--- src/rtl/srpd_pkg.sv ---
package srpd_pkg;

   // Field widths
   localparam int SPEED_W   = 11;
   localparam int LOOK_W    = 8;
   localparam int ELAPSED_W = 10;
   localparam int GEAR_W    = 4;
   localparam int BASE_W    = 8;
   localparam int GAIN_W    = 10;
   localparam int DUTY_W    = 14;
   localparam int TARGET_W  = 9;
   localparam int DECEL_W   = 8;
   localparam int ERR_W     = 12;   // target minus measured speed
   localparam int DERR_W    = 13;   // change of error
   localparam int PROD_W    = 23;   // error times gain
   localparam int ACCUM_W   = 15;   // drive accumulator
   localparam int SUM_W     = 25;   // accumulator plus both products
   localparam int GOAL_W    = 10;   // base speed plus look-ahead term

   // CSR map
   localparam int CSR_ADDR_W = 4;
   localparam int CSR_DATA_W = 32;
   localparam logic [1:0] REG_GEAR        = 2'd0;
   localparam logic [1:0] REG_BASE_SPEED  = 2'd1;
   localparam logic [1:0] REG_ERROR_GAIN  = 2'd2;
   localparam logic [1:0] REG_CHANGE_GAIN = 2'd3;

   // CSR reset values
   localparam logic [GEAR_W-1:0] GEAR_RESET        = 4'd1;
   localparam logic [BASE_W-1:0] BASE_SPEED_RESET  = 8'd0;
   localparam logic [GAIN_W-1:0] ERROR_GAIN_RESET  = 10'd50;
   localparam logic [GAIN_W-1:0] CHANGE_GAIN_RESET = 10'd130;

   // Gear codes with special targets
   localparam logic [GEAR_W-1:0] GEAR_ZERO  = 4'd0;
   localparam logic [GEAR_W-1:0] GEAR_ONE   = 4'd1;
   localparam logic [GEAR_W-1:0] GEAR_TWO   = 4'd2;
   localparam logic [GEAR_W-1:0] GEAR_EIGHT = 4'd8;
   localparam logic [GEAR_W-1:0] GEAR_NINE  = 4'd9;

   // Fixed targets and thresholds
   localparam logic [TARGET_W-1:0]  TARGET_RESET    = 9'd42;
   localparam logic [TARGET_W-1:0]  TARGET_MAX      = 9'd511;
   localparam logic [TARGET_W-1:0]  TGT_GEAR_ZERO   = 9'd70;
   localparam logic [TARGET_W-1:0]  TGT_RAMP_START  = 9'd67;
   localparam logic [TARGET_W-1:0]  TGT_TURN_TWO    = 9'd55;
   localparam logic [TARGET_W-1:0]  TGT_NINE        = 9'd65;
   localparam logic [TARGET_W-1:0]  TGT_DEFAULT     = 9'd60;
   localparam logic [ELAPSED_W-1:0] RAMP_HOLD_TICKS = 10'd50;
   localparam logic [DECEL_W-1:0]   DECEL_EARLY     = 8'd12;
   localparam logic [DECEL_W-1:0]   DECEL_MAX       = 8'd255;

   // look/10 as (look * 205) >> 11, exact for 8-bit values
   localparam logic [7:0] DIV10_MUL   = 8'd205;
   localparam int         DIV10_SHIFT = 11;

   typedef struct packed {
      logic [GEAR_W-1:0] gear;
      logic [BASE_W-1:0] base_speed;
      logic [GAIN_W-1:0] error_gain;
      logic [GAIN_W-1:0] change_gain;
   } cfg_type;

   typedef struct packed {
      logic signed [SPEED_W-1:0] measured_speed;
      logic [LOOK_W-1:0]         look_ahead;
      logic                      on_ramp;
      logic [ELAPSED_W-1:0]      ramp_elapsed;
      logic                      in_turn;
      logic                      decel_restart;
   } tick_type;

endpackage

--- src/rtl/srpd_req_if.sv ---
interface srpd_req_if import srpd_pkg::*; ();
   logic                      valid;
   logic                      ready;
   logic signed [SPEED_W-1:0] measured_speed;
   logic [LOOK_W-1:0]         look_ahead;
   logic                      on_ramp;
   logic [ELAPSED_W-1:0]      ramp_elapsed;
   logic                      in_turn;
   logic                      decel_restart;

   modport source (
      output valid, measured_speed, look_ahead, on_ramp, ramp_elapsed, in_turn,
             decel_restart,
      input  ready
   );
   modport sink (
      input  valid, measured_speed, look_ahead, on_ramp, ramp_elapsed, in_turn,
             decel_restart,
      output ready
   );
endinterface

--- src/rtl/srpd_rsp_if.sv ---
interface srpd_rsp_if import srpd_pkg::*; ();
   logic                valid;
   logic                ready;
   logic [DUTY_W-1:0]   forward_duty;
   logic [DUTY_W-1:0]   reverse_duty;
   logic [TARGET_W-1:0] target_now;

   modport source (
      output valid, forward_duty, reverse_duty, target_now,
      input  ready
   );
   modport sink (
      input  valid, forward_duty, reverse_duty, target_now,
      output ready
   );
endinterface

--- src/rtl/srpd_target.sv ---
// Next target speed and deceleration tick count for one request
module srpd_target import srpd_pkg::*; (
   input  cfg_type             cfg,
   input  tick_type            tick,
   input  logic [TARGET_W-1:0] target_cur,
   input  logic [DECEL_W-1:0]  decel_cur,
   output logic [TARGET_W-1:0] target_next,
   output logic [DECEL_W-1:0]  decel_next
);

   // One step toward a goal; equal to goal still rises, saturates at both ends
   function automatic logic [TARGET_W-1:0] step_toward(input logic [TARGET_W-1:0] t,
                                                       input logic [GOAL_W-1:0] goal);
      logic [TARGET_W-1:0] r;
      r = t;
      if (GOAL_W'(t) <= goal) begin
         if (t != TARGET_MAX) r = t + 1'b1;
      end else begin
         if (t != '0) r = t - 1'b1;
      end
      return r;
   endfunction

   logic [15:0]         look_prod;
   logic [GOAL_W-1:0]   goal_quarter;
   logic [GOAL_W-1:0]   goal_tenth;
   logic [DECEL_W-1:0]  decel_eff;
   logic                early;
   logic [TARGET_W-1:0] t_ramp;
   logic [TARGET_W-1:0] t_nine;
   logic [TARGET_W-1:0] t_over;

   // Goals: base + look/4 and base + look/10
   assign look_prod    = 16'(tick.look_ahead) * 16'(DIV10_MUL);
   assign goal_quarter = GOAL_W'(cfg.base_speed) + GOAL_W'(tick.look_ahead[LOOK_W-1:2]);
   assign goal_tenth   = GOAL_W'(cfg.base_speed) + GOAL_W'(look_prod[15:DIV10_SHIFT]);

   // Restart clears the counter before this tick
   assign decel_eff  = tick.decel_restart ? '0 : decel_cur;
   assign early      = decel_eff < DECEL_EARLY;
   assign decel_next = (decel_eff == DECEL_MAX) ? DECEL_MAX : decel_eff + 1'b1;

   // Ramp steps
   assign t_ramp = step_toward(target_cur, goal_quarter);
   assign t_nine = (cfg.gear == GEAR_NINE) ? step_toward(t_ramp, goal_tenth) : t_ramp;

   // Overrides, later ones win
   always_comb begin
      t_over = t_nine;
      if (cfg.gear == GEAR_ZERO) t_over = TGT_GEAR_ZERO;
      if (tick.on_ramp && (tick.ramp_elapsed < RAMP_HOLD_TICKS)) t_over = TGT_RAMP_START;
      if (tick.in_turn) begin
         if (cfg.gear == GEAR_TWO) begin
            t_over = TGT_TURN_TWO;
         end else if (cfg.gear == GEAR_NINE) begin
            t_over = TGT_NINE;
         end else if (cfg.gear != GEAR_ONE) begin
            t_over = TGT_DEFAULT;
         end
      end
      if (early) begin
         if ((cfg.gear == GEAR_ZERO) || (cfg.gear == GEAR_EIGHT)) begin
            t_over = TGT_DEFAULT;
         end else if (cfg.gear == GEAR_NINE) begin
            t_over = TGT_NINE;
         end
      end
   end

   assign target_next = t_over;

endmodule

--- src/rtl/speed_ramp_incremental_pi_drive.sv ---
// Speed ramp with incremental PI motor drive. Each request is one control tick;
// the block returns one result per request: forward and reverse PWM duty from
// the clamped drive accumulator, plus the target speed used on that tick. The
// pipeline takes one request per cycle unless stalled by the result side, and
// passes it through the input register, target stage, gain multiply stage and
// accumulate/clamp stage into the output register. Each state loop - target
// and deceleration counter, last error, drive accumulator - closes inside its
// own stage, so consecutive ticks flow without gaps. Backpressure from the
// result side stalls only the stages that are full. CSRs (byte address 4*i):
// gear, base_speed, error_gain, change_gain; write them only while idle.
module speed_ramp_incremental_pi_drive import srpd_pkg::*; #(
   parameter int PWM_LIMIT = 10000
) (
   input  logic                  clock,
   input  logic                  reset,
   srpd_req_if.sink              req_chan,
   srpd_rsp_if.source            rsp_chan,
   input  logic                  csr_psel,
   input  logic                  csr_penable,
   input  logic                  csr_pwrite,
   input  logic [CSR_ADDR_W-1:0] csr_paddr,
   input  logic [CSR_DATA_W-1:0] csr_pwdata,
   output logic [CSR_DATA_W-1:0] csr_prdata,
   output logic                  csr_pready
);

   localparam logic signed [SUM_W-1:0] LIMIT_POS = SUM_W'(PWM_LIMIT);
   localparam logic signed [SUM_W-1:0] LIMIT_NEG = -SUM_W'(PWM_LIMIT);

   // ---------------- CSRs ----------------
   cfg_type    cfg_ff, cfg_in;
   logic       csr_wr;
   logic [1:0] csr_idx;

   assign csr_pready = 1'b1;
   assign csr_wr     = csr_psel && csr_penable && csr_pwrite && csr_pready;
   assign csr_idx    = csr_paddr[3:2];

   always_comb begin
      cfg_in = cfg_ff;
      if (csr_wr) begin
         unique case (csr_idx)
            REG_GEAR:        cfg_in.gear        = csr_pwdata[GEAR_W-1:0];
            REG_BASE_SPEED:  cfg_in.base_speed  = csr_pwdata[BASE_W-1:0];
            REG_ERROR_GAIN:  cfg_in.error_gain  = csr_pwdata[GAIN_W-1:0];
            REG_CHANGE_GAIN: cfg_in.change_gain = csr_pwdata[GAIN_W-1:0];
         endcase
      end
   end

   always_ff @(posedge clock) begin
      if (reset) begin
         cfg_ff <= '{gear: GEAR_RESET, base_speed: BASE_SPEED_RESET,
                     error_gain: ERROR_GAIN_RESET, change_gain: CHANGE_GAIN_RESET};
      end else begin
         cfg_ff <= cfg_in;
      end
   end

   // Readback
   always_comb begin
      unique case (csr_idx)
         REG_GEAR:        csr_prdata = CSR_DATA_W'(cfg_ff.gear);
         REG_BASE_SPEED:  csr_prdata = CSR_DATA_W'(cfg_ff.base_speed);
         REG_ERROR_GAIN:  csr_prdata = CSR_DATA_W'(cfg_ff.error_gain);
         REG_CHANGE_GAIN: csr_prdata = CSR_DATA_W'(cfg_ff.change_gain);
      endcase
   end

   // ---------------- pipeline flow control ----------------
   logic v1_ff, v2_ff, v3_ff, v4_ff;
   logic rdy1, rdy2, rdy3, rdy4;
   logic xfer1, xfer2, xfer3, xfer4;

   assign rdy4  = !v4_ff || rsp_chan.ready;
   assign rdy3  = !v3_ff || rdy4;
   assign rdy2  = !v2_ff || rdy3;
   assign rdy1  = !v1_ff || rdy2;
   assign xfer1 = req_chan.valid && rdy1;
   assign xfer2 = v1_ff && rdy2;
   assign xfer3 = v2_ff && rdy3;
   assign xfer4 = v3_ff && rdy4;

   assign req_chan.ready = rdy1;

   always_ff @(posedge clock) begin
      if (reset) begin
         v1_ff <= 1'b0;
         v2_ff <= 1'b0;
         v3_ff <= 1'b0;
         v4_ff <= 1'b0;
      end else begin
         if (rdy1) v1_ff <= req_chan.valid;
         if (rdy2) v2_ff <= v1_ff;
         if (rdy3) v3_ff <= v2_ff;
         if (rdy4) v4_ff <= v3_ff;
      end
   end

   // ---------------- stage 1: input register ----------------
   tick_type tick_ff, tick_in;

   assign tick_in = '{measured_speed: req_chan.measured_speed,
                      look_ahead:     req_chan.look_ahead,
                      on_ramp:        req_chan.on_ramp,
                      ramp_elapsed:   req_chan.ramp_elapsed,
                      in_turn:        req_chan.in_turn,
                      decel_restart:  req_chan.decel_restart};

   always_ff @(posedge clock) begin
      if (xfer1) tick_ff <= tick_in;
   end

   // ---------------- stage 2: target speed and error ----------------
   logic [TARGET_W-1:0]     target_ff, target_in;
   logic [DECEL_W-1:0]      decel_ff, decel_in;
   logic [TARGET_W-1:0]     tgt2_ff;
   logic signed [ERR_W-1:0] err2_ff, err2_in;

   srpd_target u_target (
      .cfg         (cfg_ff),
      .tick        (tick_ff),
      .target_cur  (target_ff),
      .decel_cur   (decel_ff),
      .target_next (target_in),
      .decel_next  (decel_in)
   );

   assign err2_in = signed'(ERR_W'(target_in)) - ERR_W'(tick_ff.measured_speed);

   always_ff @(posedge clock) begin
      if (reset) begin
         target_ff <= TARGET_RESET;
         decel_ff  <= DECEL_MAX;
      end else if (xfer2) begin
         target_ff <= target_in;
         decel_ff  <= decel_in;
      end
   end

   always_ff @(posedge clock) begin
      if (xfer2) begin
         tgt2_ff <= target_in;
         err2_ff <= err2_in;
      end
   end

   // ---------------- stage 3: gain products ----------------
   logic signed [ERR_W-1:0]  last_err_ff;
   logic signed [DERR_W-1:0] derr;
   logic signed [PROD_W-1:0] err_x, derr_x, eg_x, cg_x;
   logic signed [PROD_W-1:0] perr3_ff, perr3_in, pchg3_ff, pchg3_in;
   logic [TARGET_W-1:0]      tgt3_ff;

   assign derr     = DERR_W'(err2_ff) - DERR_W'(last_err_ff);
   assign err_x    = PROD_W'(err2_ff);
   assign derr_x   = PROD_W'(derr);
   assign eg_x     = signed'(PROD_W'(cfg_ff.error_gain));
   assign cg_x     = signed'(PROD_W'(cfg_ff.change_gain));
   assign perr3_in = err_x * eg_x;
   assign pchg3_in = derr_x * cg_x;

   always_ff @(posedge clock) begin
      if (reset) begin
         last_err_ff <= '0;
      end else if (xfer3) begin
         last_err_ff <= err2_ff;
      end
   end

   always_ff @(posedge clock) begin
      if (xfer3) begin
         perr3_ff <= perr3_in;
         pchg3_ff <= pchg3_in;
         tgt3_ff  <= tgt2_ff;
      end
   end

   // ---------------- stage 4: accumulate, clamp, split ----------------
   logic signed [ACCUM_W-1:0] accum_ff, accum_in;
   logic signed [ACCUM_W-1:0] accum_neg;
   logic signed [SUM_W-1:0]   sum;
   logic [DUTY_W-1:0]         fwd_ff, fwd_in, rev_ff, rev_in;
   logic [TARGET_W-1:0]       tgt4_ff;

   assign sum = SUM_W'(accum_ff) + SUM_W'(perr3_ff) + SUM_W'(pchg3_ff);

   always_comb begin
      priority if (sum > LIMIT_POS) begin
         accum_in = ACCUM_W'(LIMIT_POS);
      end else if (sum < LIMIT_NEG) begin
         accum_in = ACCUM_W'(LIMIT_NEG);
      end else begin
         accum_in = sum[ACCUM_W-1:0];
      end
   end

   // Positive drive goes forward, zero or negative goes reverse
   assign accum_neg = -accum_in;
   assign fwd_in = (accum_in > 0) ? accum_in[DUTY_W-1:0] : '0;
   assign rev_in = (accum_in > 0) ? '0 : accum_neg[DUTY_W-1:0];

   always_ff @(posedge clock) begin
      if (reset) begin
         accum_ff <= '0;
      end else if (xfer4) begin
         accum_ff <= accum_in;
      end
   end

   always_ff @(posedge clock) begin
      if (xfer4) begin
         fwd_ff  <= fwd_in;
         rev_ff  <= rev_in;
         tgt4_ff <= tgt3_ff;
      end
   end

   assign rsp_chan.valid        = v4_ff;
   assign rsp_chan.forward_duty = fwd_ff;
   assign rsp_chan.reverse_duty = rev_ff;
   assign rsp_chan.target_now   = tgt4_ff;

endmodule

--- src/flat_wrapper.sv ---
// flat-port wrapper written by rule: the top's interface ports become plain ports
module speed_ramp_incremental_pi_drive_flat import srpd_pkg::*;
#(
   parameter int PWM_LIMIT = 10000
)
  (clock, reset, csr_psel, csr_penable, csr_pwrite, csr_paddr, csr_pwdata, csr_prdata, csr_pready, req_chan_valid, req_chan_measured_speed, req_chan_look_ahead, req_chan_on_ramp, req_chan_ramp_elapsed, req_chan_in_turn, req_chan_decel_restart, req_chan_ready, rsp_chan_valid, rsp_chan_forward_duty, rsp_chan_reverse_duty, rsp_chan_target_now, rsp_chan_ready);
  srpd_req_if req_chan_i ();
  srpd_rsp_if rsp_chan_i ();
  input  logic clock;
  input  logic reset;
  input  logic csr_psel;
  input  logic csr_penable;
  input  logic csr_pwrite;
  input  logic [CSR_ADDR_W-1:0] csr_paddr;
  input  logic [CSR_DATA_W-1:0] csr_pwdata;
  output logic [CSR_DATA_W-1:0] csr_prdata;
  output logic csr_pready;
  input wire logic [$bits(req_chan_i.valid)-1:0] req_chan_valid;
  input wire logic [$bits(req_chan_i.measured_speed)-1:0] req_chan_measured_speed;
  input wire logic [$bits(req_chan_i.look_ahead)-1:0] req_chan_look_ahead;
  input wire logic [$bits(req_chan_i.on_ramp)-1:0] req_chan_on_ramp;
  input wire logic [$bits(req_chan_i.ramp_elapsed)-1:0] req_chan_ramp_elapsed;
  input wire logic [$bits(req_chan_i.in_turn)-1:0] req_chan_in_turn;
  input wire logic [$bits(req_chan_i.decel_restart)-1:0] req_chan_decel_restart;
  output wire logic [$bits(req_chan_i.ready)-1:0] req_chan_ready;
  output wire logic [$bits(rsp_chan_i.valid)-1:0] rsp_chan_valid;
  output wire logic [$bits(rsp_chan_i.forward_duty)-1:0] rsp_chan_forward_duty;
  output wire logic [$bits(rsp_chan_i.reverse_duty)-1:0] rsp_chan_reverse_duty;
  output wire logic [$bits(rsp_chan_i.target_now)-1:0] rsp_chan_target_now;
  input wire logic [$bits(rsp_chan_i.ready)-1:0] rsp_chan_ready;
  assign req_chan_i.valid = req_chan_valid;
  assign req_chan_i.measured_speed = req_chan_measured_speed;
  assign req_chan_i.look_ahead = req_chan_look_ahead;
  assign req_chan_i.on_ramp = req_chan_on_ramp;
  assign req_chan_i.ramp_elapsed = req_chan_ramp_elapsed;
  assign req_chan_i.in_turn = req_chan_in_turn;
  assign req_chan_i.decel_restart = req_chan_decel_restart;
  assign req_chan_ready = req_chan_i.ready;
  assign rsp_chan_valid = rsp_chan_i.valid;
  assign rsp_chan_forward_duty = rsp_chan_i.forward_duty;
  assign rsp_chan_reverse_duty = rsp_chan_i.reverse_duty;
  assign rsp_chan_target_now = rsp_chan_i.target_now;
  assign rsp_chan_i.ready = rsp_chan_ready;
  speed_ramp_incremental_pi_drive #(.PWM_LIMIT(PWM_LIMIT)) u_core (.clock(clock), .reset(reset), .req_chan(req_chan_i), .rsp_chan(rsp_chan_i), .csr_psel(csr_psel), .csr_penable(csr_penable), .csr_pwrite(csr_pwrite), .csr_paddr(csr_paddr), .csr_pwdata(csr_pwdata), .csr_prdata(csr_prdata), .csr_pready(csr_pready));
endmodule
--- config.mk ---
export PLATFORM = sky130hd
export DESIGN_NAME = speed_ramp_incremental_pi_drive_flat
export DESIGN_NICKNAME = d
export VERILOG_FILES = /design/src/rtl/srpd_pkg.sv /design/src/rtl/srpd_req_if.sv /design/src/rtl/srpd_rsp_if.sv /design/src/rtl/srpd_target.sv /design/src/rtl/speed_ramp_incremental_pi_drive.sv /design/src/flat_wrapper.sv
export SDC_FILE = /design/constraint.sdc
export NUM_CORES = 1
export LEC_CHECK = 0
export ABC_AREA = 1
export BUFFER_PORTS_ARGS = -buffer_cell sky130_fd_sc_hd__clkbuf_2
export CAP_MARGIN = 20
export CORE_UTILIZATION = 35
export CTS_BUF_LIST = sky130_fd_sc_hd__clkbuf_8 sky130_fd_sc_hd__clkbuf_16
export CTS_CLUSTER_DIAMETER = 100
export DETAILED_ROUTE_END_ITERATION = 8
export SYNTH_ARGS = -nofsm -noshare
export SYNTH_HDL_FRONTEND = slang
export SYNTH_HIERARCHICAL = 1
export SYNTH_SLANG_ARGS = --single-unit
--- constraint.sdc ---
create_clock -name clock -period 11.3 [get_ports clock]
set_input_delay 2.26 -clock clock [delete_from_list [all_inputs] [get_ports clock]]
set_output_delay 2.26 -clock clock [all_outputs]
set_load 0.005 [all_outputs]
==> results.py, run 1 <==
metrics = {
    "timing": {
        "fin_worst_skew_ns": 0.0266,
        "finalSetupViolCount": 0,
        "max_clock_freq_mhz": 116,
        "rsz_0062_raised_after_global_routing": "no",
        "final.setup.tns_ns": 0,
        "max-slew-margin-rel": 0.332,
        "finalCritPeriodShare": 0.764,
        "hold_violations": 0,
        "fin_worst_hold_slack_ns": 0.418,
        "slew_violations": 0,
        "tightest_slew_ns": 0.997,
        "min_period_ns": 8.63,
    },
    "critical_path": {
        "crit_required_ns": 11.63,
        "nature_of_the_critical_path_endpoint": "flip-flop",
        "cp.buffers_inverters": 6,
        "worstSetupPathDepth": 43,
        "path_delay_family": "adder cells",
        "critical_path_peak_fanout": 9,
        "r2r.worst_path.cells": 43,
        "critical_path_type": "flip-flop to flip-flop",
        "slowest_delay_ns": 0.50,
        "kind_of_start_point_of_the_critical_path": "flip-flop",
        "worst_path_most_repeated_cell": "nand2_1",
        "cp_slowest_cell": "fa_1",
        "timing.critical_path.arrival_ns": 8.96,
    },
    "final_layout": {
        "flow.area_growth_from_synthesis_pct": 9.13,
        "post_layout_nonfiller_instances": 4054,
        "diodes": 0,
        "fin_util": 0.389,
        "nNetsFinal": 3673,
        "layout-drive-gt1-share": 0.0820,
    },
    "drt": {
        "wire_per_inst_um": 13.8,
        "drt_first_iter_violations": 1016,
        "final_antenna_net_count": 0,
        "detailroute.via_count": 18499,
        "viasPerCell": 4.56,
        "detailedRoute.firstPassIterationCount": 5,
        "drt-total-wl_um": 55800,
        "drc_errors": 0,
    },
    "die": {
        "io-pin-count": 147,
        "placeable_area_um2": 69100,
        "row_count": 96,
        "die_area_um2": 71300,
        "floorplan.initialDensity": 0.356,
        "die_height_um": 267,
        "die_width_um": 267,
    },
    "grt": {
        "antenna_found_initial": 0,
        "grt_overflow_total": 0,
        "grt_max_degree": 77,
        "first_global_vias": 17851,
        "groute.usage.overall": 0.159,
        "grt_first_pass_wirelength_um": 91200,
    },
    "hold_path": {
        "holdPathStages": 0,
        "hold_path_class": "flip-flop to flip-flop",
    },
    "power": {
        "ir_worst_vdd_mv": 0.147,
        "p_leak_uw": 0.0138,
        "powerDensity_nw_per_um2": 219,
    },
    "cts": {
        "cts_inserted_buffers": 27,
        "cts.hold.buffers_added": 0,
        "cts_root_buffer": "clkbuf_16",
        "cts_buffer_depth": 3,
        "clk_pin_slew_worst_paths_ns": 0.06,
        "cts.sink_count": 224,
        "cts_repair_resize_count": 0,
        "h-tree-depth": 1,
        "clock_insertion_delay_worst_skew_ns": 0.58,
        "tritoncts": "yes",
        "post-cts-setup-buffer-count": 0,
    },
    "logic_synthesis": {
        "synth_cells": 3032,
        "synth_warnings": 6,
        "synth_area_um2": 24600,
        "synthesis.area_per_instance_um2": 8.11,
    },
    "place": {
        "post-place-cells": 4004,
        "portBuffers": 98,
        "detailed_place_hpwl_um": 45900,
        "finalWeightedCongestion": 0.892,
    },
    "run_status": {
        "run_status": "complete, no violations",
    },
    "job": {
        "drv_cap": 0,
    },
}
## worst register-to-register path, delay by kind of cell (launching register included)
| kind | cells | cell delay, ns |
|---|---|---|
| adders and majority gates | 9 | 3.36 |
| buffers and inverters | 6 | 0.48 |
| DFF | 1 | 0.49 |
| AOI/OAI and AO/OA | 10 | 1.72 |
| and+or+nand+nor | 15 | 1.99 |
| xor gates and xnor gates | 3 | 0.35 |
## layer usage
layer	GRT usage	vias up	part of all wire
met5	0	-	0
met3	0.0200	54	0.043
met1	0.216	8698	0.47
met2	0.271	340	0.47
met4	0.0294	0	0.018
li1	-	9407	-
## path summary, 6_finish.rpt
path	from	to	slack, ns
setup reg to reg	u_core/tick_ff[19]	u_core/err2_ff[10]	2.67
hold / removal	u_core/tgt2_ff[5]	u_core/tgt3_ff[5]	0.42
setup / recovery	u_core/tick_ff[19]	u_core/err2_ff[10]	2.67
hold reg to reg	u_core/tgt2_ff[5]	u_core/tgt3_ff[5]	0.42
## stage by stage
stage	setup slack (ns)	power, µW	cell area [µm²]
after floorplan	3.50	4220	24700
after global placement	2.72	5020	26000
after detailed placement	2.70	5060	26000
after CTS	2.68	5950	26800
after global routing	2.07	6540	26800
final	2.67	5870	26800
## sequential cells by signal (all words and copies together) (netlist names)
| register | flops |
|---|---|
| u_core/rsp_chan.forward_duty | 14 |
| u_core/v1_ff | 1 |
| u_core/perr3_ff | 23 |
| u_core/accum_ff | 15 |
| u_core/v3_ff | 1 |
| u_core/decel_ff | 8 |
| u_core/cfg_ff | 32 |
| u_core/pchg3_ff | 23 |
| u_core/tick_ff | 31 |
| u_core/tgt2_ff | 9 |
| u_core/tgt3_ff | 9 |
| u_core/rsp_chan.reverse_duty | 14 |
| u_core/rsp_chan.target_now | 9 |
| u_core/rsp_chan.valid | 1 |
| u_core/err2_ff | 12 |
| u_core/last_err_ff | 12 |
| u_core/v2_ff | 1 |
| u_core/target_ff | 9 |
## placed cells by master (no fill, tap or decap), drive strengths merged, types with 2 or more instances in the layout
master and n:
edfxtp 144, clkbuf 125, clkinv 14, a211oi 2
nand3b 6, nor3 18, nand3 125, buf 5
o2111ai 4, xor2 60, inv 710, ha 227
conb 23, xnor2 37, bufinv 2, nand2 696
or2 14, nor2 240, o221ai 2, fa 269
a21o 2, clkinvlp 3, and2 2, o21ai 98
o21bai 7, a21boi 4, a21oi 142, a31oi 4
nand4 29, dfxtp 80, o211ai 17, o21a 4
## final cells by class
cell class / instances / area (µm²)
fillers: 7132 / 42200
flip-flops and latches: 224 / 5930
inverters: 706 / 2650
repair buffers: 103 / 528
clock buffers: 27 / 676
well taps: 931 / 1160
clock inverters: 23 / 205
multi-input cells: 2040 / 15700
## power by group
| part | internal [µW] | switching [µW] | leakage [µW] |
|---|---|---|---|
| combinational | 1380 | 2420 | 0.0114 |
| clock | 489 | 367 | 0.000446 |
| sequential | 1120 | 91.2 | 0.00200 |
| total | 2990 | 2870 | 0.0138 |
Note: power is estimated with default switching activity, not from simulation.
==> run 2, diff against run 1 <==
Clock period 11.3 ns to 7.15 ns, I/O delays scaled along.
==> results.py, run 2 (synthesized netlist as in run 1, its figures left out) <==
metrics = {
    "run_status": {
        "run_status": "finished with violations",
        "failed_checks": "setup timing",
    },
    "timing": {
        "max_clock_freq_mhz": 132,
        "max-slew-margin-rel": 0.319,
        "fin_worst_skew_ns": 0.0265,
        "fin_worst_hold_slack_ns": 0.418,
        "tightest_slew_ns": 1.02,
        "slew_violations": 0,
        "timing.final.ws_setup_ns": -0.419,
        "finalCritPeriodShare": 1.06,
        "rsz_0062_raised_after_global_routing": "yes",
        "hold_violations": 0,
        "finalSetupViolCount": 8,
        "min_period_ns": 7.57,
    },
    "final_layout": {
        "storage_cell_area_um2": 5930,
        "mostFrequentLayoutCell": "inv_1",
        "nNetsFinal": 3849,
        "layout-drive-gt1-share": 0.173,
        "flip_flop_count_of_the_largest_register_after_layout": 32,
        "combined_area_of_the_multi_input_logic_cells_um2": 16300,
        "layout_common_cells": "648 x inv_1, 647 x nand2_1, 262 x fa_1",
        "flow.area_growth_from_synthesis_pct": 17.6,
        "fin_util": 0.419,
        "diodes": 0,
        "reg_top3": "u_core/cfg_ff x32, u_core/tick_ff x31",
        "finalInstanceArea_um2": 28900,
        "fillers": 6923,
        "regMostFlops": "u_core/cfg_ff",
    },
    "hold_path": {
        "hold_path_class": "flip-flop to flip-flop",
    },
    "critical_path": {
        "timing.critical_path.arrival_ns": 7.88,
        "cp_slowest_cell": "or4_4",
        "kind_of_start_point_of_the_critical_path": "flip-flop",
        "critical_path_peak_fanout": 6,
        "worst_path_most_repeated_cell": "buf_4",
        "slowest_delay_ns": 0.57,
        "nature_of_the_critical_path_endpoint": "flip-flop",
        "crit_required_ns": 7.47,
        "critical_path_type": "flip-flop to flip-flop",
    },
    "grt": {
        "grt_max_degree": 77,
        "groute.usage.overall": 0.166,
        "first_global_vias": 18814,
        "grt_overflow_total": 0,
        "grt_first_pass_wirelength_um": 95100,
        "antenna_found_initial": 1,
    },
    "power": {
        "ir_worst_vdd_mv": 0.265,
        "powerDensity_nw_per_um2": 366,
        "p_leak_uw": 0.0148,
    },
    "die": {
        "die_area_um2": 71300,
        "die_height_um": 267,
        "floorplan.initialDensity": 0.356,
        "io-pin-count": 147,
        "die_width_um": 267,
        "row_count": 96,
        "placeable_area_um2": 69100,
    },
    "cts": {
        "cts_buffer_depth": 3,
        "cts_inserted_buffers": 26,
        "h-tree-depth": 1,
        "clock_insertion_delay_worst_skew_ns": 0.56,
        "cts.hold.buffers_added": 0,
        "clk_pin_slew_worst_paths_ns": 0.06,
        "cts.sink_count": 224,
        "tritoncts": "yes",
        "cts_root_buffer": "clkbuf_16",
    },
    "drt": {
        "drc_errors": 0,
        "final_antenna_net_count": 0,
        "viasPerCell": 4.57,
        "drt_first_iter_violations": 895,
        "detailroute.via_count": 19327,
        "detailedRoute.firstPassIterationCount": 5,
        "drt-total-wl_um": 60100,
        "wire_per_inst_um": 14.2,
    },
    "place": {
        "detailed_place_hpwl_um": 48400,
        "placedInstanceArea_um2": 27000,
        "portBuffers": 98,
        "finalWeightedCongestion": 0.911,
    },
    "job": {
        "drv_cap": 0,
    },
}
==> run 2: changes by cell type in the layout (fill, tap and decap cells not counted), moves of 10 or more <==
cell | previous run | this run
a21oi_2 | 2 | 28
a21oi_1 | 140 | 113
ha_4 | 0 | 20
inv_2 | 28 | 53
inv_1 | 678 | 648
buf_4 | 5 | 165
o21ai_0 | 91 | 81
o21ai_2 | 1 | 11
nand2_1 | 671 | 647
nand2_2 | 18 | 34
ha_1 | 227 | 205
buf_6 | 0 | 17
==> run 2: path summary, 6_finish.rpt <==
kind | slack, ns | to | start | cells after the start
setup / recovery | -0.42 | u_core/err2_ff[5] | u_core/tick_ff[19] | 43
hold / removal | 0.42 | u_core/rsp_chan.target_now[2] | u_core/tgt3_ff[2] | 0
setup reg to reg | -0.42 | u_core/err2_ff[5] | u_core/tick_ff[19] | 43
hold reg to reg | 0.42 | u_core/rsp_chan.target_now[2] | u_core/tgt3_ff[2] | 0
==> run 2: worst max-delay path, delay by kind of cell, from the launching register on <==
kind	cells	cell delay, ns
fa+ha+maj	8	2.94
buf+inv	10	0.95
xor+xnor	3	0.40
compound gates	8	0.93
simple gates	14	1.67
flops	1	0.43
==> run 2: area by class of cell <==
class                      count  share of cell area
tap                          931              0.0403
multi-input combinational   2040               0.565
clock buffer                  26              0.0225
inverter                     706              0.0920
timing repair buffer         280              0.0664
sequential                   224               0.205
clock inverter                22             0.00908
==> run 2: where the power goes <==
group | switching (µW) | leakage, µW | internal, µW | total, µW
logic | 4350 | 0.0123 | 3000 | 7350
registers | 96.8 | 0.00200 | 1770 | 1870
clock network | 564 | 0.000447 | 823 | 1390
total | 5010 | 0.0148 | 5590 | 10600
==> run 2: metrics by stage <==
stage / cells / setup WS, ns / TNS [ns] / total power, µW
floorplan: 3053 / -0.158 / -0.384 / 6700
global placement: 4133 / -0.531 / -3.08 / 8500
detailed placement: 4133 / -0.570 / -3.70 / 8570
CTS: 4214 / -0.383 / -2.32 / 10200
global route: 4229 / -0.753 / -6.69 / 11600
finish: 4229 / -0.419 / -2.43 / 10600
==> run 2: what timing repair did <==
action	4_1_cts	5_1_grt
setup buffers	33	20
resized for setup	49	114
endpoints found under the setup margin	13	21
pin swaps	41	104
==> run 2: routing by layer <==
metal	up-vias	track usage	routed length, µm
met1	9114	0.216	27200
li1	9775	-	-
met5	-	0	13
met4	2	0.0435	1540
met3	93	0.0211	2140
met2	343	0.291	29200
==> run 3, diff against run 2 <==
Settings changed: PLACE_DENSITY_LB_ADDON set to 0.12.
==> results.py, run 3 (synthesized netlist as in run 1, its figures left out) <==
metrics = {
    "run_status": {
        "run_status": "finished with violations",
        "failed_checks": "setup timing",
    },
    "final_layout": {
        "layout_common_cells": "655 x inv_1, 647 x nand2_1, 264 x fa_1",
        "mostFrequentLayoutCell": "inv_1",
        "regMostFlops": "u_core/cfg_ff",
        "post_layout_nonfiller_instances": 4209,
        "flow.area_growth_from_synthesis_pct": 16.8,
        "nNetsFinal": 3826,
        "diodes": 0,
        "combined_area_of_the_multi_input_logic_cells_um2": 16300,
        "fin_util": 0.416,
        "fillers": 6976,
        "layout-drive-gt1-share": 0.165,
        "storage_cell_area_um2": 5930,
        "reg_top3": "u_core/cfg_ff x32, u_core/tick_ff x31",
        "flip_flop_count_of_the_largest_register_after_layout": 32,
    },
    "grt": {
        "antenna_found_initial": 0,
        "grt_first_pass_wirelength_um": 103000,
        "first_global_vias": 20110,
        "grt_overflow_total": 0,
        "grt_max_degree": 77,
        "groute.usage.overall": 0.183,
    },
    "power": {
        "ir_worst_vdd_mv": 0.221,
        "p_leak_uw": 0.0147,
        "powerDensity_nw_per_um2": 372,
        "fin_total_pwr_uw": 10700,
    },
    "timing": {
        "fin_worst_hold_slack_ns": 0.413,
        "finalCritPeriodShare": 1.06,
        "finalSetupViolCount": 6,
        "max_clock_freq_mhz": 132,
        "final.setup.tns_ns": -1.90,
        "max-slew-margin-rel": 0.347,
        "tightest_slew_ns": 0.977,
        "hold_violations": 0,
        "fin_worst_skew_ns": 0.0303,
        "min_period_ns": 7.57,
        "slew_violations": 0,
        "timing.final.ws_setup_ns": -0.420,
        "rsz_0062_raised_after_global_routing": "yes",
    },
    "die": {
        "floorplan.initialDensity": 0.356,
        "die_height_um": 267,
        "placeable_area_um2": 69100,
        "die_width_um": 267,
        "die_area_um2": 71300,
        "io-pin-count": 147,
        "row_count": 96,
    },
    "drt": {
        "drt-total-wl_um": 64300,
        "drt_first_iter_violations": 815,
        "drc_errors": 0,
        "viasPerCell": 4.59,
        "wire_per_inst_um": 15.3,
        "detailedRoute.firstPassIterationCount": 5,
        "final_antenna_net_count": 0,
        "detailroute.via_count": 19330,
    },
    "critical_path": {
        "kind_of_start_point_of_the_critical_path": "flip-flop",
        "timing.critical_path.arrival_ns": 7.91,
        "nature_of_the_critical_path_endpoint": "flip-flop",
        "worst_path_most_repeated_cell": "a21oi_2",
        "critical_path_peak_fanout": 6,
        "reg2reg_start": "u_core/tick_ff[19]",
        "worstSetupStartpoint": "u_core/tick_ff[19]",
        "critical_path_type": "flip-flop to flip-flop",
        "slowest_delay_ns": 0.55,
        "crit_required_ns": 7.49,
        "cp_slowest_cell": "or4_4",
    },
    "place": {
        "detailed_place_hpwl_um": 53800,
        "post-place-cells": 4134,
        "portBuffers": 98,
        "finalWeightedCongestion": 0.876,
    },
    "cts": {
        "clock_insertion_delay_worst_skew_ns": 0.58,
        "cts.sink_count": 224,
        "cts_inserted_buffers": 29,
        "cts_root_buffer": "clkbuf_16",
        "clk_pin_slew_worst_paths_ns": 0.06,
        "h-tree-depth": 1,
        "tritoncts": "yes",
        "cts_buffer_depth": 3,
        "cts.hold.buffers_added": 0,
    },
    "job": {
        "drv_cap": 0,
    },
    "hold_path": {
        "timing.hold.worst.start": "u_core/tgt3_ff[1]",
        "hold_path_class": "flip-flop to flip-flop",
    },
}
[run 3: layout make-up]
class	count	area share
sequential	224	0.206
clock buffer	31	0.0262
clock inverter	23	0.00697
tap	931	0.0406
inverter	706	0.0928
timing repair buffer	254	0.0585
multi-input combinational	2040	0.569
[run 3: final timing paths]
check / to / slack [ns] / cells after the start
max: u_core/err2_ff[11] / -0.42 / 45
min: u_core/rsp_chan.target_now[1] / 0.41 / 0
max reg2reg: u_core/err2_ff[11] / -0.42 / 45
min reg2reg: u_core/rsp_chan.target_now[1] / 0.41 / 0
[run 3: timing repair]
| item | CTS | global route |
|---|---|---|
| setup endpoints to repair | 17 | 21 |
| resized for setup | 57 | 92 |
| endpoints found under the hold margin | 0 | 0 |
| buffers inserted | 18 | 11 |
| pin swaps | 52 | 77 |
[run 3: power by group]
group	switching (µW)	internal [µW]	leakage [µW]	total, µW
Clock	589	842	0.000490	1430
Sequential	95.8	1770	0.00200	1870
Combinational	4460	2940	0.0122	7390
[run 3: stage by stage]
| step | area (µm²) | setup slack, ns |
|---|---|---|
| 2_1_floorplan | 24800 | -0.158 |
| 3_3_place_gp | 27000 | -0.618 |
| 3_5_place_dp | 27000 | -0.682 |
| 4_1_cts | 28300 | -0.439 |
| 5_1_grt | 28700 | -0.894 |
| 6_report | 28700 | -0.420 |
[run 3: critical path: cells and delay by family (launching register included)]
kind,cells,cell delay (ns)
fa+ha+maj,8,2.73
buf+inv,7,0.55
compound gates,13,1.59
flops,1,0.43
simple gates,15,1.78
xor+xnor,2,0.26
[run 3: per-layer routing]
| layer | routed length [µm] | GRT usage | part of all wire |
|---|---|---|---|
| met3 | 1970 | 0.0159 | 0.031 |
| met1 | 27900 | 0.225 | 0.43 |
| met2 | 32800 | 0.341 | 0.51 |
| met4 | 1580 | 0.0452 | 0.025 |
| met5 | 0 | 0 | 0 |
